--- src/rtl/dalc_pkg.sv ---
`timescale 1ns / 1ps

package dalc_pkg;

	localparam int TICKS_PER_SECOND_DEF = 10;
	localparam int TIMER_BITS_DEF = 16;

	localparam int CFG_BITS = 16;
	localparam int CFG_ADDR_BITS = 3;
	localparam int IN_BITS = 11;
	localparam int IN_TDATA_BITS = 16;
	localparam int OUT_TDATA_BITS = 40;
	localparam int SECS_BITS = 13;
	localparam int MINS_BITS = 7;

	localparam logic [CFG_BITS-1:0] ENTER_TICKS_RST = 16'd300;
	localparam logic [CFG_BITS-1:0] LEAVE_TICKS_RST = 16'd50;
	localparam logic [CFG_BITS-1:0] UNLOCK_TICKS_RST = 16'd9000;
	localparam logic [CFG_BITS-1:0] WARN_TICKS_RST = 16'd3000;
	localparam logic [CFG_BITS-1:0] GW_UNLOCK_TICKS_RST = 16'd300;

	localparam logic [SECS_BITS-1:0] SECS_MAX = 13'd8191;
	localparam logic [MINS_BITS-1:0] MINS_MAX = 7'd127;
	// Above this many seconds the rounded-up minutes would exceed the saturation value.
	localparam logic [SECS_BITS-1:0] SECS_MINS_SAT = 13'd7620;
	localparam logic [SECS_BITS:0] SECS_ROUND_UP = 14'd59;
	// Exact floor(x / 60) as (x * MIN_RECIP) >> MIN_SHIFT for x below 7680.
	localparam logic [14:0] MIN_RECIP = 15'd17477;
	localparam int MIN_SHIFT = 20;
	localparam int MIN_PROD_BITS = 29;

	typedef enum logic [CFG_ADDR_BITS-1:0] {
		CFG_ENTER_TICKS = 3'd0,
		CFG_LEAVE_TICKS = 3'd1,
		CFG_UNLOCK_TICKS = 3'd2,
		CFG_WARN_TICKS = 3'd3,
		CFG_GW_UNLOCK_TICKS = 3'd4,
		CFG_SIMULATE = 3'd5
	} cfg_addr_t;

	typedef enum logic [1:0] {
		MODE_INITIAL = 2'd0,
		MODE_LOCKED = 2'd1,
		MODE_OPEN = 2'd2,
		MODE_TIMED = 2'd3
	} mode_t;

	typedef enum logic [1:0] {
		ACC_ALLOWED = 2'd0,
		ACC_FORBIDDEN = 2'd1,
		ACC_UNKNOWN = 2'd2,
		ACC_ERROR = 2'd3
	} access_t;

	typedef enum logic [1:0] {
		GW_NONE = 2'd0,
		GW_LOCK = 2'd1,
		GW_UNLOCK = 2'd2,
		GW_BAD = 2'd3
	} gw_action_t;

	typedef enum logic [1:0] {
		LOCK_NONE = 2'd0,
		LOCK_CLOSE = 2'd1,
		LOCK_OPEN = 2'd2
	} lock_cmd_t;

	typedef enum logic [1:0] {
		RDR_UNCHANGED = 2'd0,
		RDR_READY = 2'd1,
		RDR_ENTER = 2'd2,
		RDR_WARN = 2'd3
	} reader_t;

	typedef enum logic [1:0] {
		DISP_UNCHANGED = 2'd0,
		DISP_LOCKED = 2'd1,
		DISP_OPEN = 2'd2,
		DISP_COUNTDOWN = 2'd3
	} disp_t;

	typedef enum logic [2:0] {
		GWM_NONE = 3'd0,
		GWM_CANNOT_LOCK = 3'd1,
		GWM_LOCKED = 3'd2,
		GWM_UNLOCKED = 3'd3,
		GWM_UNKNOWN = 3'd4
	} gw_msg_t;

	typedef enum logic [2:0] {
		EVM_NONE = 3'd0,
		EVM_LEAVE = 3'd1,
		EVM_OPENED = 3'd2,
		EVM_CLOSED = 3'd3,
		EVM_NOT_THURSDAY = 3'd4
	} ev_msg_t;

	typedef enum logic [2:0] {
		CRD_NONE = 3'd0,
		CRD_VALID_UNLOCK = 3'd1,
		CRD_VALID_OPEN = 3'd2,
		CRD_UNAUTHORIZED = 3'd3,
		CRD_UNKNOWN = 3'd4,
		CRD_ERROR = 3'd5
	} card_msg_t;

	// Packed so that key_red lands in bit 0, matching the input word.
	typedef struct packed {
		logic lock_reports_open;
		gw_action_t gateway_action;
		logic is_thursday;
		access_t card_access;
		logic card_swiped;
		logic key_leave;
		logic key_green;
		logic key_white;
		logic key_red;
	} poll_t;

	typedef struct packed {
		logic [CFG_BITS-1:0] enter_ticks;
		logic [CFG_BITS-1:0] leave_ticks;
		logic [CFG_BITS-1:0] unlock_ticks;
		logic [CFG_BITS-1:0] warn_ticks;
		logic [CFG_BITS-1:0] gw_unlock_ticks;
		logic simulate;
	} cfg_t;

	typedef struct packed {
		mode_t mode_after;
		lock_cmd_t lock_drive;
		reader_t reader_pattern;
		disp_t display_status;
		gw_msg_t gateway_msg;
		ev_msg_t event_msg;
		card_msg_t card_msg;
	} res_t;

endpackage

--- src/rtl/dalc_step.sv ---
`timescale 1ns / 1ps

module dalc_step #(
	parameter int TIMER_BITS = dalc_pkg::TIMER_BITS_DEF
) (
	input dalc_pkg::poll_t poll,
	input dalc_pkg::cfg_t cfg,
	input dalc_pkg::mode_t mode_q,
	input logic [TIMER_BITS-1:0] cd_q,
	input logic cd_valid_q,
	output dalc_pkg::mode_t mode_d,
	output logic [TIMER_BITS-1:0] cd_d,
	output logic cd_valid_d,
	output dalc_pkg::res_t res,
	output logic [TIMER_BITS-1:0] cd_show
);
	import dalc_pkg::*;

	localparam int DW = (TIMER_BITS > CFG_BITS) ? TIMER_BITS : CFG_BITS;
	localparam logic [DW-1:0] TMAX_W = DW'({TIMER_BITS{1'b1}});

	always_comb begin
		logic [TIMER_BITS-1:0] cd_dec;
		logic [DW-1:0] dur_w;
		logic [CFG_BITS-1:0] dur;
		logic pend;
		logic cv;
		mode_t m;

		res = '{MODE_INITIAL, LOCK_NONE, RDR_UNCHANGED, DISP_UNCHANGED,
			GWM_NONE, EVM_NONE, CRD_NONE};
		cd_show = '0;
		pend = 1'b0;
		dur = '0;
		cv = cd_valid_q;
		m = mode_q;
		cd_dec = (cd_valid_q && (cd_q != '0)) ? cd_q - 1'b1 : cd_q;

		unique case (poll.gateway_action)
			GW_LOCK: begin
				if (poll.lock_reports_open) begin
					res.gateway_msg = GWM_CANNOT_LOCK;
				end else begin
					res.lock_drive = LOCK_CLOSE;
					res.gateway_msg = GWM_LOCKED;
					m = MODE_LOCKED;
				end
			end
			GW_UNLOCK: begin
				res.lock_drive = LOCK_OPEN;
				res.gateway_msg = GWM_UNLOCKED;
				m = MODE_TIMED;
				pend = 1'b1;
				dur = cfg.gw_unlock_ticks;
			end
			GW_BAD: begin
				res.gateway_msg = GWM_UNKNOWN;
			end
			GW_NONE: begin
			end
		endcase

		unique case (m)
			MODE_INITIAL: begin
				res.reader_pattern = RDR_READY;
				m = MODE_LOCKED;
			end
			MODE_LOCKED: begin
				res.lock_drive = LOCK_CLOSE;
				res.reader_pattern = RDR_READY;
				res.display_status = DISP_LOCKED;
				if (poll.key_white) begin
					if (poll.is_thursday) begin
						m = MODE_OPEN;
						res.event_msg = EVM_OPENED;
					end else begin
						res.event_msg = EVM_NOT_THURSDAY;
					end
				end else if (poll.key_green) begin
					pend = 1'b1;
					dur = cfg.unlock_ticks;
					m = MODE_TIMED;
				end else if (poll.card_swiped) begin
					case (poll.card_access)
						ACC_ALLOWED: begin
							res.reader_pattern = RDR_ENTER;
							res.card_msg = CRD_VALID_UNLOCK;
							m = MODE_TIMED;
							pend = 1'b1;
							dur = cfg.enter_ticks;
						end
						ACC_FORBIDDEN: res.card_msg = CRD_UNAUTHORIZED;
						ACC_UNKNOWN: res.card_msg = CRD_UNKNOWN;
						default: res.card_msg = CRD_ERROR;
					endcase
				end else if (poll.key_leave) begin
					m = MODE_TIMED;
					pend = 1'b1;
					dur = cfg.leave_ticks;
					res.event_msg = EVM_LEAVE;
				end
			end
			MODE_OPEN: begin
				res.lock_drive = LOCK_OPEN;
				res.display_status = DISP_OPEN;
				if (!poll.is_thursday || poll.key_red) begin
					m = MODE_LOCKED;
					res.event_msg = EVM_CLOSED;
				end
				if (poll.card_swiped) begin
					case (poll.card_access)
						ACC_ALLOWED: res.card_msg = CRD_VALID_OPEN;
						ACC_FORBIDDEN: res.card_msg = CRD_UNAUTHORIZED;
						ACC_UNKNOWN: res.card_msg = CRD_UNKNOWN;
						default: res.card_msg = CRD_ERROR;
					endcase
				end
			end
			MODE_TIMED: begin
				res.lock_drive = LOCK_OPEN;
				if (poll.key_red || (cd_valid_q && (cd_dec == '0))) begin
					cv = 1'b0;
					m = MODE_LOCKED;
				end else if (cd_valid_q) begin
					if (DW'(cd_dec) <= DW'(cfg.warn_ticks)) begin
						if (!cfg.simulate) begin
							res.reader_pattern = RDR_WARN;
						end
						res.display_status = DISP_COUNTDOWN;
						cd_show = cd_dec;
					end else begin
						res.display_status = DISP_OPEN;
					end
				end
				if (!cv) begin
					m = MODE_LOCKED;
				end
				if (poll.key_leave) begin
					m = MODE_TIMED;
					pend = 1'b1;
					dur = cfg.leave_ticks;
					res.event_msg = EVM_LEAVE;
				end
			end
		endcase

		dur_w = DW'(dur);
		if (pend) begin
			cd_d = (dur_w > TMAX_W) ? {TIMER_BITS{1'b1}} : dur_w[TIMER_BITS-1:0];
			cv = 1'b1;
		end else begin
			cd_d = cd_dec;
		end
		cd_valid_d = cv;
		mode_d = m;
		res.mode_after = m;
	end

endmodule

--- src/rtl/dalc_time_conv.sv ---
`timescale 1ns / 1ps

module dalc_time_conv #(
	parameter int TICKS_PER_SECOND = dalc_pkg::TICKS_PER_SECOND_DEF,
	parameter int TIMER_BITS = dalc_pkg::TIMER_BITS_DEF
) (
	input logic clk,
	input logic en_s3,
	input logic en_s4,
	input logic en_out,
	input logic [TIMER_BITS-1:0] ticks_s2,
	output logic [dalc_pkg::SECS_BITS-1:0] secs_q,
	output logic [dalc_pkg::MINS_BITS-1:0] mins_q
);
	import dalc_pkg::*;

	// Exact floor division by the tick rate: multiply by a rounded-up reciprocal.
	localparam int SH = TIMER_BITS + $clog2(TICKS_PER_SECOND);
	localparam int MW = SH + 1;
	localparam int PW = TIMER_BITS + MW;
	localparam logic [63:0] ONE_SH = 64'd1 << SH;
	localparam logic [MW-1:0] RECIP =
		MW'((ONE_SH + 64'(TICKS_PER_SECOND) - 64'd1) / 64'(TICKS_PER_SECOND));
	localparam int SW = (TIMER_BITS > SECS_BITS) ? TIMER_BITS : SECS_BITS;

	logic [PW-1:0] prod_s3;
	logic [SECS_BITS-1:0] secs_s4;
	logic [MIN_PROD_BITS-1:0] mprod_s4;
	logic msat_s4;
	logic [TIMER_BITS-1:0] secs_raw;
	logic [SW-1:0] secs_w;
	logic [SECS_BITS-1:0] secs_sat;

	assign secs_raw = prod_s3[SH +: TIMER_BITS];
	assign secs_w = SW'(secs_raw);
	assign secs_sat = (secs_w > SW'(SECS_MAX)) ? SECS_MAX : secs_w[SECS_BITS-1:0];

	always_ff @(posedge clk) begin
		if (en_s3) begin
			prod_s3 <= PW'(ticks_s2) * PW'(RECIP);
		end
		if (en_s4) begin
			secs_s4 <= secs_sat;
			msat_s4 <= secs_sat > SECS_MINS_SAT;
			mprod_s4 <= MIN_PROD_BITS'({1'b0, secs_sat} + SECS_ROUND_UP)
				* MIN_PROD_BITS'(MIN_RECIP);
		end
		if (en_out) begin
			secs_q <= secs_s4;
			mins_q <= msat_s4 ? MINS_MAX : mprod_s4[MIN_SHIFT +: MINS_BITS];
		end
	end

endmodule

--- src/rtl/door_access_lock_controller.sv ---
`timescale 1ns / 1ps

// Door access lock controller, one input word per 100 ms poll.
// The s_axis channel carries one poll word: buttons, card swipe and verdict,
// the Thursday flag, a gateway action and the reported lock state. The m_axis
// channel returns exactly one result word per poll, in order: new mode, lock
// drive, reader pattern, display code, remaining seconds and minutes, and the
// gateway, event and card message codes.
// Registers are written through the cfg channel, which is always ready; they
// must only change while no poll is in flight.
// A poll's result reaches m_axis after the s2, s3, s4 and output registers.
// The pipeline is an input register, the mode decision, two registered
// multiply stages that turn ticks into seconds and minutes, and the output
// register, so one poll is taken every cycle unless a receiver stall backs up.
// When the receiver stalls, each stage still fills while the stage ahead is
// empty, and s_axis_tready drops only once all five stages hold words.
// Reset empties the pipeline, returns the registers to their defaults and
// puts the mode back to initial with no countdown running.
module door_access_lock_controller #(
	parameter int TICKS_PER_SECOND = dalc_pkg::TICKS_PER_SECOND_DEF,
	parameter int TIMER_BITS = dalc_pkg::TIMER_BITS_DEF
) (
	input logic clk,
	input logic arst_n,
	input logic s_axis_tvalid,
	output logic s_axis_tready,
	// [0] key_red, [1] key_white, [2] key_green, [3] key_leave, [4] card_swiped,
	// [6:5] card_access, [7] is_thursday, [9:8] gateway_action,
	// [10] lock_reports_open, [15:11] zero
	input logic [dalc_pkg::IN_TDATA_BITS-1:0] s_axis_tdata,
	output logic m_axis_tvalid,
	input logic m_axis_tready,
	// [1:0] mode_after, [3:2] lock_drive, [5:4] reader_pattern,
	// [7:6] display_status, [20:8] remaining_seconds, [27:21] remaining_minutes,
	// [30:28] gateway_msg, [33:31] event_msg, [36:34] card_msg, [39:37] zero
	output logic [dalc_pkg::OUT_TDATA_BITS-1:0] m_axis_tdata,
	input logic cfg_valid,
	output logic cfg_ready,
	input logic [dalc_pkg::CFG_ADDR_BITS-1:0] cfg_addr,
	input logic [dalc_pkg::CFG_BITS-1:0] cfg_data
);
	import dalc_pkg::*;

	cfg_t cfg_q;
	mode_t mode_q, mode_d;
	logic [TIMER_BITS-1:0] cd_q, cd_d, cd_show;
	logic cd_valid_q, cd_valid_d;

	poll_t poll_s1;
	res_t res_step, res_s2, res_s3, res_s4, res_q;
	logic [TIMER_BITS-1:0] ticks_s2;
	logic [SECS_BITS-1:0] secs_q;
	logic [MINS_BITS-1:0] mins_q;
	logic v1_q, v2_q, v3_q, v4_q, vo_q;
	logic adv1, adv2, adv3, adv4, adv_o;

	assign adv_o = !vo_q || m_axis_tready;
	assign adv4 = !v4_q || adv_o;
	assign adv3 = !v3_q || adv4;
	assign adv2 = !v2_q || adv3;
	assign adv1 = !v1_q || adv2;
	assign s_axis_tready = adv1;
	assign cfg_ready = 1'b1;

	always_ff @(posedge clk or negedge arst_n) begin
		if (!arst_n) begin
			cfg_q <= '{ENTER_TICKS_RST, LEAVE_TICKS_RST, UNLOCK_TICKS_RST,
				WARN_TICKS_RST, GW_UNLOCK_TICKS_RST, 1'b0};
		end else if (cfg_valid) begin
			case (cfg_addr)
				CFG_ENTER_TICKS: cfg_q.enter_ticks <= cfg_data;
				CFG_LEAVE_TICKS: cfg_q.leave_ticks <= cfg_data;
				CFG_UNLOCK_TICKS: cfg_q.unlock_ticks <= cfg_data;
				CFG_WARN_TICKS: cfg_q.warn_ticks <= cfg_data;
				CFG_GW_UNLOCK_TICKS: cfg_q.gw_unlock_ticks <= cfg_data;
				CFG_SIMULATE: cfg_q.simulate <= cfg_data[0];
				default: begin
				end
			endcase
		end
	end

	dalc_step #(
		.TIMER_BITS(TIMER_BITS)
	) u_step (
		.poll(poll_s1),
		.cfg(cfg_q),
		.mode_q(mode_q),
		.cd_q(cd_q),
		.cd_valid_q(cd_valid_q),
		.mode_d(mode_d),
		.cd_d(cd_d),
		.cd_valid_d(cd_valid_d),
		.res(res_step),
		.cd_show(cd_show)
	);

	always_ff @(posedge clk or negedge arst_n) begin
		if (!arst_n) begin
			v1_q <= 1'b0;
			v2_q <= 1'b0;
			v3_q <= 1'b0;
			v4_q <= 1'b0;
			vo_q <= 1'b0;
			mode_q <= MODE_INITIAL;
			cd_q <= '0;
			cd_valid_q <= 1'b0;
		end else begin
			if (adv1) begin
				v1_q <= s_axis_tvalid;
			end
			if (adv2) begin
				v2_q <= v1_q;
			end
			if (adv3) begin
				v3_q <= v2_q;
			end
			if (adv4) begin
				v4_q <= v3_q;
			end
			if (adv_o) begin
				vo_q <= v4_q;
			end
			if (v1_q && adv2) begin
				mode_q <= mode_d;
				cd_q <= cd_d;
				cd_valid_q <= cd_valid_d;
			end
		end
	end

	always_ff @(posedge clk) begin
		if (adv1) begin
			poll_s1 <= poll_t'(s_axis_tdata[IN_BITS-1:0]);
		end
		if (adv2) begin
			res_s2 <= res_step;
			ticks_s2 <= cd_show;
		end
		if (adv3) begin
			res_s3 <= res_s2;
		end
		if (adv4) begin
			res_s4 <= res_s3;
		end
		if (adv_o) begin
			res_q <= res_s4;
		end
	end

	dalc_time_conv #(
		.TICKS_PER_SECOND(TICKS_PER_SECOND),
		.TIMER_BITS(TIMER_BITS)
	) u_time_conv (
		.clk(clk),
		.en_s3(adv3),
		.en_s4(adv4),
		.en_out(adv_o),
		.ticks_s2(ticks_s2),
		.secs_q(secs_q),
		.mins_q(mins_q)
	);

	assign m_axis_tvalid = vo_q;
	assign m_axis_tdata = {3'b000, res_q.card_msg, res_q.event_msg, res_q.gateway_msg,
		mins_q, secs_q, res_q.display_status, res_q.reader_pattern,
		res_q.lock_drive, res_q.mode_after};

endmodule
--- config.mk ---
export PLATFORM = sky130hd
export DESIGN_NAME = door_access_lock_controller
export DESIGN_NICKNAME = d
export VERILOG_FILES = /design/src/rtl/dalc_pkg.sv /design/src/rtl/dalc_step.sv /design/src/rtl/dalc_time_conv.sv /design/src/rtl/door_access_lock_controller.sv
export SDC_FILE = /design/constraint.sdc
export NUM_CORES = 1
export LEC_CHECK = 0
export BUFFER_PORTS_ARGS = -buffer_cell sky130_fd_sc_hd__buf_4
export CORE_MARGIN = 3
export CORE_UTILIZATION = 25
export DETAILED_ROUTE_END_ITERATION = 12
export GPL_ROUTABILITY_DRIVEN = 0
export MAX_ROUTING_LAYER = met4
export SLEW_MARGIN = 20
export SYNTH_ARGS = -nofsm -noshare
export SYNTH_HDL_FRONTEND = slang
export SYNTH_SLANG_ARGS = --single-unit
--- constraint.sdc ---
create_clock -name clk -period 6.6 [get_ports clk]
set_clock_uncertainty 0.1 [all_clocks]
set_input_delay 1.32 -clock clk [delete_from_list [all_inputs] [get_ports clk]]
set_output_delay 1.32 -clock clk [all_outputs]
set_load 0.005 [all_outputs]
Word level (Yosys, flattened, before mapping)
Index checks and enable logic that the tools add are counted. W data, S select, Z words.

Register bits after elaboration: 293. Bits in latches: 0. Bits in writable memories: 0. Bits in read-only memories: 0. Input bits: 40. Output and inout bits: 43. Logic and storage cells: 177. Memories: 0.

Add/sub/neg operators: 2. Multipliers: 2. Div/mod/pow operators: 0. Magnitude comparators: 4. Equality and inequality tests: 13. Shifts and indexed selects: 0. Mux-type cells: 64. Bitwise operators: 3. Reduce and logical (&&, ||, !) cells: 31.

Operators by type and width (count): $mux W16 (9); $mux W2 (19); $pmux W3 S3 (4); $mul A16 B16 Y32 const B (1); $pmux W16 S2 (1); $mul A14 B15 Y27 const B (1); $gt A13 B13 Y1 const B (2); $mux W3 (6); $gt A16 B16 Y1 const B (1); $le A16 B16 Y1 (1); $logic_not A16 Y1 (1); $reduce_bool A16 Y1 (1); $sub A16 B1 Y16 const B (1); $add A13 B6 Y14 const B (1); $reduce_and A2 Y1 (7); $mux W1 (13); $mux W13 (1); $pmux W2 S2 (3); $pmux W2 S3 (2); $eq A2 B2 Y1 const B (5); $mux W4 (2); $pmux W2 S4 (1); $logic_or A1 B1 Y1 (7); $eq A2 B1 Y1 const B (3); 14 further kinds (26).

Logic depth before layout (Yosys ltp)
Gate-level depths: netlist (run 1).

Word-level depth: 11. Gate-level depth with buffers: 22.

By module
From an unflattened synthesis (run 1), not the netlist that was laid out.

Cells, all modules: 1579. Area total of the unflattened synthesis: 18062.3 sq um.

Modules (own cells, without submodules): dalc_time_conv (instances 1, cells each 734, area each 8144.1 sq um, seq. area each 1621.6 sq um); door_access_lock_controller (instances 1, cells each 335, area each 6965.4 sq um, seq. area each 5509.0 sq um); dalc_step (instances 1, cells each 510, area each 2952.8 sq um, seq. area each 0.0 sq um).

Worst setup path after synthesis (run 1)
Ideal clock, no wire load.

Path type: reg2reg. From: reg u_time_conv.prod_s3[20]. To: reg u_time_conv.mprod_s4[26] (data pin). Arrival: 5.721 ns. Required time: 6.240 ns. Setup slack: 0.519 ns. Cell stages (with the launch flop): 22. Path buffers: 0. Path through: edfxtp_1 o21a_1 nor4_1 and4b_1 and3_1 xor2_1 ha_1 inv_1 fa_1 fa_1 inv_1 fa_1 fa_1 ha_1 nand4_1 or4_1 a21oi_1 nand4bb_1 a31oi_1 o21bai_1 a21oi_1 xnor2_1.

Longest elaborated chain between the ends: 4.

Ends and longest elaborated chain: start: declaration (RTL line dalc_time_conv.sv:26) `logic [PW-1:0] prod_s3;`; start signal: assignment (RTL line dalc_time_conv.sv:40) `prod_s3 <= PW'(ticks_s2) * PW'(RECIP);`; $gt A13 B13 Y1 (RTL line dalc_time_conv.sv:36) `assign secs_sat = (secs_w > SW'(SECS_MAX)) ? SECS_MAX : secs_w[SECS_BITS-1:0];`; $mux W13 * (RTL line dalc_time_conv.sv:36); $add A13 B6 Y14 * (RTL line dalc_time_conv.sv:45) `mprod_s4 <= MIN_PROD_BITS'({1'b0, secs_sat} + SECS_ROUND_UP)`; $mul A14 B15 Y27 * (RTL line dalc_time_conv.sv:46) `* MIN_PROD_BITS'(MIN_RECIP);`; end signal: assignment (RTL line dalc_time_conv.sv:45); end: declaration (RTL line dalc_time_conv.sv:28) `logic [MIN_PROD_BITS-1:0] mprod_s4;`.

Every way passes the cells marked *; elsewhere a longest branch is shown, timed or not. A chain may end at the register's enable or synchronous reset.

Worst setup path after layout (run 1)
From: reg u_time_conv.prod_s3[21]. To: reg u_time_conv.mprod_s4[26] (data pin).

The elaborated chain is that of the path after synthesis.

==> results.json, run 1 <==
{
  "outcome": "finished clean",
  "initial_core_util_pct": 25.4,
  "required_ns": 6.79,
  "drt-total-wl_mm": 42.0,
  "vias_per_cell": 4.60,
  "syn_area_per_cell_um2": 11.3,
  "cts_inserted_buffers": 27,
  "critPathMostFrequentCell": "fa_1",
  "holdBufCountCts": 0,
  "clk-insertion-delay-late_ns": 0.56,
  "count_of_different_cell_masters_after_synthesis": 79,
  "part_of_the_cycle_the_worst_path_needs_pct": 94.8,
  "floorplan.core_area_mm2": 0.0705,
  "worst_path_largest_cell_delay_ns": 0.55,
  "dr_total_vias": 12000,
  "finalHoldViolations": 0,
  "htreeDepth": 1,
  "cts_root_buffer": "clkbuf_16",
  "ioPinCount": 83,
  "worst_pin_slew_ns": 1.07,
  "synth.yosys.warnings": 0,
  "maxClockFrequency_mhz": 160,
  "detail_route.first_pass.iterations": 5,
  "cp-start-kind": "flip-flop",
  "slew_headroom_pct": 28.1,
  "synth.cells.most_frequent": "ha_1, inv_1, edfxtp_1",
  "core.rowCount": 97,
  "path_max_fanout": 6,
  "grt_setup_unrepaired": "false",
  "timing.critical_path.cells": "o21a_1 -> nor4_2 -> buf_4 -> and4b_1 -> and3_1 -> and3_1 -> ha_1 -> inv_1 -> fa_1 -> fa_1 -> inv_1 -> fa_1 -> fa_1 -> ha_1 -> nand4_1 -> or4_1 -> a21oi_2 -> nand4bb_1 -> a31oi_1 -> o21bai_1 -> a21oi_1 -> xnor2_1",
  "dieArea_mm2": 0.0750,
  "synthMostInstantiatedCell": "ha_1",
  "synthTopCellsByArea": "edfxtp_1, ha_1, dfrtp_1",
  "total_routing_usage_gr_pct": 11.6,
  "synth_cells": 1592,
  "sequential_fraction_of_the_synthesis_area_pct": 39.7,
  "clkSlewWorstSetupHoldPaths_ns": 0.07,
  "place.port_buffers": 73,
  "async_reset_ff_share_pct": 41.3,
  "cts_tree": "yes",
  "netlist.area_leader.share_pct": 24.9,
  "holdCritPathClass": "reg -> reg",
  "post_layout_net_count": 2034,
  "register_area_mm2": 0.00713,
  "detailedPlacementHpwl_mm": 31.5,
  "synth-main-ff-cell": "edfxtp_1",
  "multiInputGateArea_mm2": 0.00981,
  "timing.final.crit_period_ns": 6.25,
  "layout-drive-gt1-share_pct": 17.1,
  "post_synth_instance_area_mm2": 0.0179,
  "floorplan.die.width_um": 274,
  "setup_violations": 0,
  "die_h_um": 274,
  "tns_ns": 0,
  "antenna_violating_nets_post_route": 0,
  "grt_first_pass_wirelength_mm": 68.3,
  "synth-seq-cells": 254,
  "cp.arrival_ns": 6.44,
  "critical_path.top_delay_family": "adder cells",
  "number_of_flops_mapped_to_enable_cells_by_yosys": 149,
  "critical_path.endpoint_type": "flip-flop",
  "drcViolationCount": 0,
  "area_growth_syn_to_layout_pct": 14.6,
  "crit_path_top_delay_cell": "or4_1",
  "timing.max_cap.violations": 0,
  "via_count_of_the_first_global_routing_pass": 12400,
  "global_route.overflow_total": 0,
  "tritoncts_num_sinks": 254,
  "post_drt_wl_per_cell_um": 16.0,
  "dpl_worst_slack_ns": 0.0368,
  "filler_cell_count": 7228,
  "clock_tree.buffer_depth": 3,
  "critical_path_class": "reg -> reg",
  "fin_ws_ns": 0.346,
  "antenna_found_initial": 1,
  "yosys.area.top_type": "edfxtp_1",
  "grt_max_degree": 79,
  "cp.buffers_inverters": 3,
  "maxSlewViolCount": 0,
  "dr.first_iter.drc_count": 813
}
stage by stage:
step / utilization (%) / instance area (um2) / hold slack, ns / std cells
4_1_cts: 29.1 / 20500 / 0.313 / 2610
6_report: 29.2 / 20600 / 0.311 / 2617
2_1_floorplan: - / 17900 / 0.300 / 1594
3_3_place_gp: 27.8 / 19600 / 0.303 / 2560
5_1_grt: 29.2 / 20600 / 0.324 / 2617
3_5_place_dp: 27.8 / 19600 / 0.305 / 2560
final cells by class:
| type | count | area share [%] |
|---|---|---|
| multi-input combinational | 1059 | 47.7 |
| sequential | 254 | 34.7 |
| tap | 940 | 5.72 |
| inverter | 213 | 3.89 |
| timing repair buffer | 100 | 3.69 |
| clock buffer | 36 | 3.55 |
| clock inverter | 14 | 0.755 |
| antenna | 1 | 0.0122 |
sequential cells by signal (all words and copies together), names as in the netlist, 2 cells and up:
| register | cells |
|---|---|
| cd_q | 16 |
| cfg_q | 81 |
| m_axis_tdata | 17 |
| mode_q | 2 |
| poll_s1 | 11 |
| res_s2 | 17 |
| res_s3 | 17 |
| res_s4 | 17 |
| ticks_s2 | 16 |
| u_time_conv.mins_q | 7 |
| u_time_conv.mprod_s4 | 7 |
| u_time_conv.prod_s3 | 13 |
| u_time_conv.secs_q | 13 |
| u_time_conv.secs_s4 | 13 |
routing by layer:
metal | vias up | wire [um] | track usage [%] | share of wire (%)
met5 | - | 0 | - | 0
met4 | 0 | 835 | 2.64 | 2.0
met3 | 62 | 2150 | 1.91 | 5.1
met2 | 269 | 20000 | 19.4 | 48
met1 | 5962 | 19000 | 14.9 | 45
li1 | 5741 | - | - | -
kinds of logic (layout without fill, tap and decap cells):
logic type	count (synthesis)	count (layout)	share of synthesized area, %
adder cells (fa/ha/maj)	339	339	27.9
XOR/XNOR	44	44	2.15
AND/OR/NAND/NOR	311	311	8.91
buffers and inverters	281	363	6.01
other	2	5	0.0419
flip-flops	254	254	39.7
multiplexers	82	82	5.13
AO/OA/AOI/OAI	279	279	10.1
worst paths after layout:
kind,startpoint,cells past startpoint,slack [ns],endpoint
min,res_s2[10],0,0.31,res_s3[10]
min reg2reg,res_s2[10],0,0.31,res_s3[10]
max,u_time_conv.prod_s3[21],22,0.35,u_time_conv.mprod_s4[26]
min in group asynchronous,arst_n,1,0.58,cfg_q[51]
max in group asynchronous,arst_n,2,4.71,mode_q[1]
max reg2reg,u_time_conv.prod_s3[21],22,0.35,u_time_conv.mprod_s4[26]
worst reg2reg max path: stages, from the launching register on:
cell and delay (ns):
edfxtp_1 0.41, o21a_1 0.27, nor4_2 0.15, buf_4 0.15, and4b_1 0.24, and3_1 0.25
and3_1 0.22, ha_1 0.30, inv_1 0.08, fa_1 0.44, fa_1 0.52, inv_1 0.06
fa_1 0.44, fa_1 0.46, ha_1 0.34, nand4_1 0.12, or4_1 0.55, a21oi_2 0.15
nand4bb_1 0.19, a31oi_1 0.15, o21bai_1 0.20, a21oi_1 0.10, xnor2_1 0.12
repair_timing:
action | 4_1_cts | 5_1_grt
gates resized for setup | 1 | 2
pin swaps | 0 | 1
buffers inserted | 0 | 5
endpoints found under the setup margin | 1 | 2
placed cells by master (no fill, tap or decap), types with 10 or more instances in the layout:
master,instances
ha_1,238
inv_1,211
edfxtp_1,149
fa_1,101
buf_4,98
nand2_1,97
dfrtp_1,82
mux2_2,80
a21oi_1,77
nor2_1,69
o21ai_0,56
xnor2_1,28
clkbuf_16,27
o22ai_1,24
dfstp_2,23
a211oi_1,20
nor3_1,19
nand3_1,19
nor2b_1,16
xor2_1,15
or2_2,13
o211ai_1,12
o21a_1,10
a21o_1,10
a311oi_1,10
Power of run 1 is not shown: default switching activity piles up to over one toggle a cycle in this logic, so the estimate is an artifact.
==> inputs of run 2 (changes only) <==
--- a/config.mk
+++ b/config.mk
@@ -6,11 +6,14 @@
 export NUM_CORES = 1
 export LEC_CHECK = 0
 export BUFFER_PORTS_ARGS = -buffer_cell sky130_fd_sc_hd__buf_4
+export CELL_PAD_IN_SITES_DETAIL_PLACEMENT = 2
+export CELL_PAD_IN_SITES_GLOBAL_PLACEMENT = 2
 export CORE_MARGIN = 3
 export CORE_UTILIZATION = 25
 export DETAILED_ROUTE_END_ITERATION = 12
 export GPL_ROUTABILITY_DRIVEN = 0
 export MAX_ROUTING_LAYER = met4
+export PLACE_DENSITY_LB_ADDON = 0.1
 export SLEW_MARGIN = 20
 export SYNTH_ARGS = -nofsm -noshare
 export SYNTH_HDL_FRONTEND = slang
==> results.json, run 2 (synthesis results as in run 1) <==
{
  "holdCritPathClass": "reg -> reg",
  "total_routing_usage_gr_pct": 15.0,
  "cp.arrival_ns": 6.38,
  "grt_first_pass_wirelength_mm": 83.7,
  "htreeDepth": 2,
  "core.rowCount": 97,
  "holdPathStages": 0,
  "finalHoldViolations": 0,
  "floorplan.die.width_um": 274,
  "initial_core_util_pct": 25.4,
  "cts_inserted_buffers": 34,
  "layout-drive-gt1-share_pct": 18.6,
  "setup_violations": 0,
  "outcome": "finished clean",
  "critical_path.top_delay_family": "adder cells",
  "ff2ff_path_depth": 22,
  "maxSlewViolCount": 0,
  "die_h_um": 274,
  "fin_worst_hold_slack_ns": 0.317,
  "drcViolationCount": 0,
  "required_ns": 6.78,
  "final_cell_mix": "ha_1, inv_1, edfxtp_1",
  "regMostFlops": "cfg_q",
  "antenna_violating_nets_post_route": 0,
  "dpl-instance-area_mm2": 0.0198,
  "dr_total_vias": 12200,
  "largest_register_ff_count": 81,
  "tritoncts_num_sinks": 254,
  "area_growth_syn_to_layout_pct": 16.8,
  "cts_tree": "yes",
  "via_count_of_the_first_global_routing_pass": 13800,
  "worst_path_largest_cell_delay_ns": 0.54,
  "holdBufCountCts": 0,
  "vias_per_cell": 4.60,
  "mostFrequentLayoutCell": "ha_1",
  "antenna_found_initial": 0,
  "floorplan.core_area_mm2": 0.0705,
  "maxClockFrequency_mhz": 161,
  "dr.first_iter.drc_count": 333,
  "dieArea_mm2": 0.0750,
  "crit_path_top_delay_cell": "or4_1",
  "drt-total-wl_mm": 53.7,
  "clk-insertion-delay-late_ns": 0.55,
  "place.port_buffers": 73,
  "post-route-cell-area_mm2": 0.0210,
  "insertedDiodeCount": 0,
  "clkSlewWorstSetupHoldPaths_ns": 0.05,
  "critical_path_cell_count": 22,
  "critPathMostFrequentCell": "fa_1",
  "slew_headroom_pct": 36.8,
  "critical_path.endpoint_type": "flip-flop",
  "worst_pin_slew_ns": 0.947,
  "dpl_worst_slack_ns": 0.0543,
  "detailedPlacementHpwl_mm": 40.8,
  "cp-start-kind": "flip-flop",
  "ioPinCount": 83,
  "grt_max_degree": 66,
  "detail_route.first_pass.iterations": 4,
  "clock_tree.buffer_depth": 3,
  "post_layout_net_count": 2061,
  "cts_root_buffer": "clkbuf_16",
  "final_util_pct": 29.7,
  "part_of_the_cycle_the_worst_path_needs_pct": 93.9,
  "timing.critical_path.cells": "o21a_1 -> nor4_4 -> buf_4 -> and4b_1 -> and3_1 -> and3_1 -> ha_1 -> inv_1 -> fa_1 -> fa_1 -> inv_1 -> fa_1 -> fa_1 -> ha_1 -> nand4_1 -> or4_1 -> a21oi_2 -> nand4bb_4 -> a31oi_1 -> o21bai_1 -> a21oi_1 -> xnor2_1",
  "cp.buffers_inverters": 3,
  "timing.final.crit_period_ns": 6.20,
  "post_drt_wl_per_cell_um": 20.3,
  "timing.max_cap.violations": 0,
  "global_route.overflow_total": 0,
  "path_max_fanout": 4,
  "fin_ws_ns": 0.403,
  "critical_path_class": "reg -> reg"
}
==> run 2: changes by cell type in the layout (fill, tap and decap cells not counted), moves of 2 or more <==
cell	previous run	this run
buf_4	98	120
clkbuf_16	27	36
clkbuf_1	7	10
clkbuf_8	2	5
buf_6	2	0
bufinv_16	3	1
clkinv_1	3	1
==> run 2: final timing paths <==
check                                   startpoint                  endpoint  slack (ns)
max                        u_time_conv.prod_s3[21]  u_time_conv.mprod_s4[26]        0.40
min                         u_time_conv.secs_s4[2]     u_time_conv.secs_q[2]        0.32
max reg2reg                u_time_conv.prod_s3[21]  u_time_conv.mprod_s4[26]        0.40
min reg2reg                 u_time_conv.secs_s4[2]     u_time_conv.secs_q[2]        0.32
max in group asynchronous                   arst_n                 cfg_q[67]        4.50
min in group asynchronous                   arst_n                 cfg_q[23]        0.81
==> run 2: layout make-up <==
class,count,area [um2]
clock buffers,51,1010
clock inverters,11,105
fillers,7609,49600
inverters,213,800
multi-input cells,1059,9830
flip-flops and latches,254,7130
well taps,940,1180
repair buffers,120,901
==> run 2: metrics by stage <==
step	instances	setup TNS, ns
floorplan	1594	0
global placement	2582	0
detailed placement	2582	0
CTS	2644	0
global route	2648	-0.00586
finish	2648	0
==> run 2: timing repair <==
item                                    in CTS  in global routing
endpoints found under the setup margin       0                  6
setup buffers                                0                  4
resized for setup                            0                  5
==> run 2: routing by layer <==
layer	track usage [%]	part of all wire, %
met3	1.85	2.5
met2	26.1	51
met1	18.4	44
met5	-	0
met4	3.79	2.2
Power of run 2 is left out for the same reason.
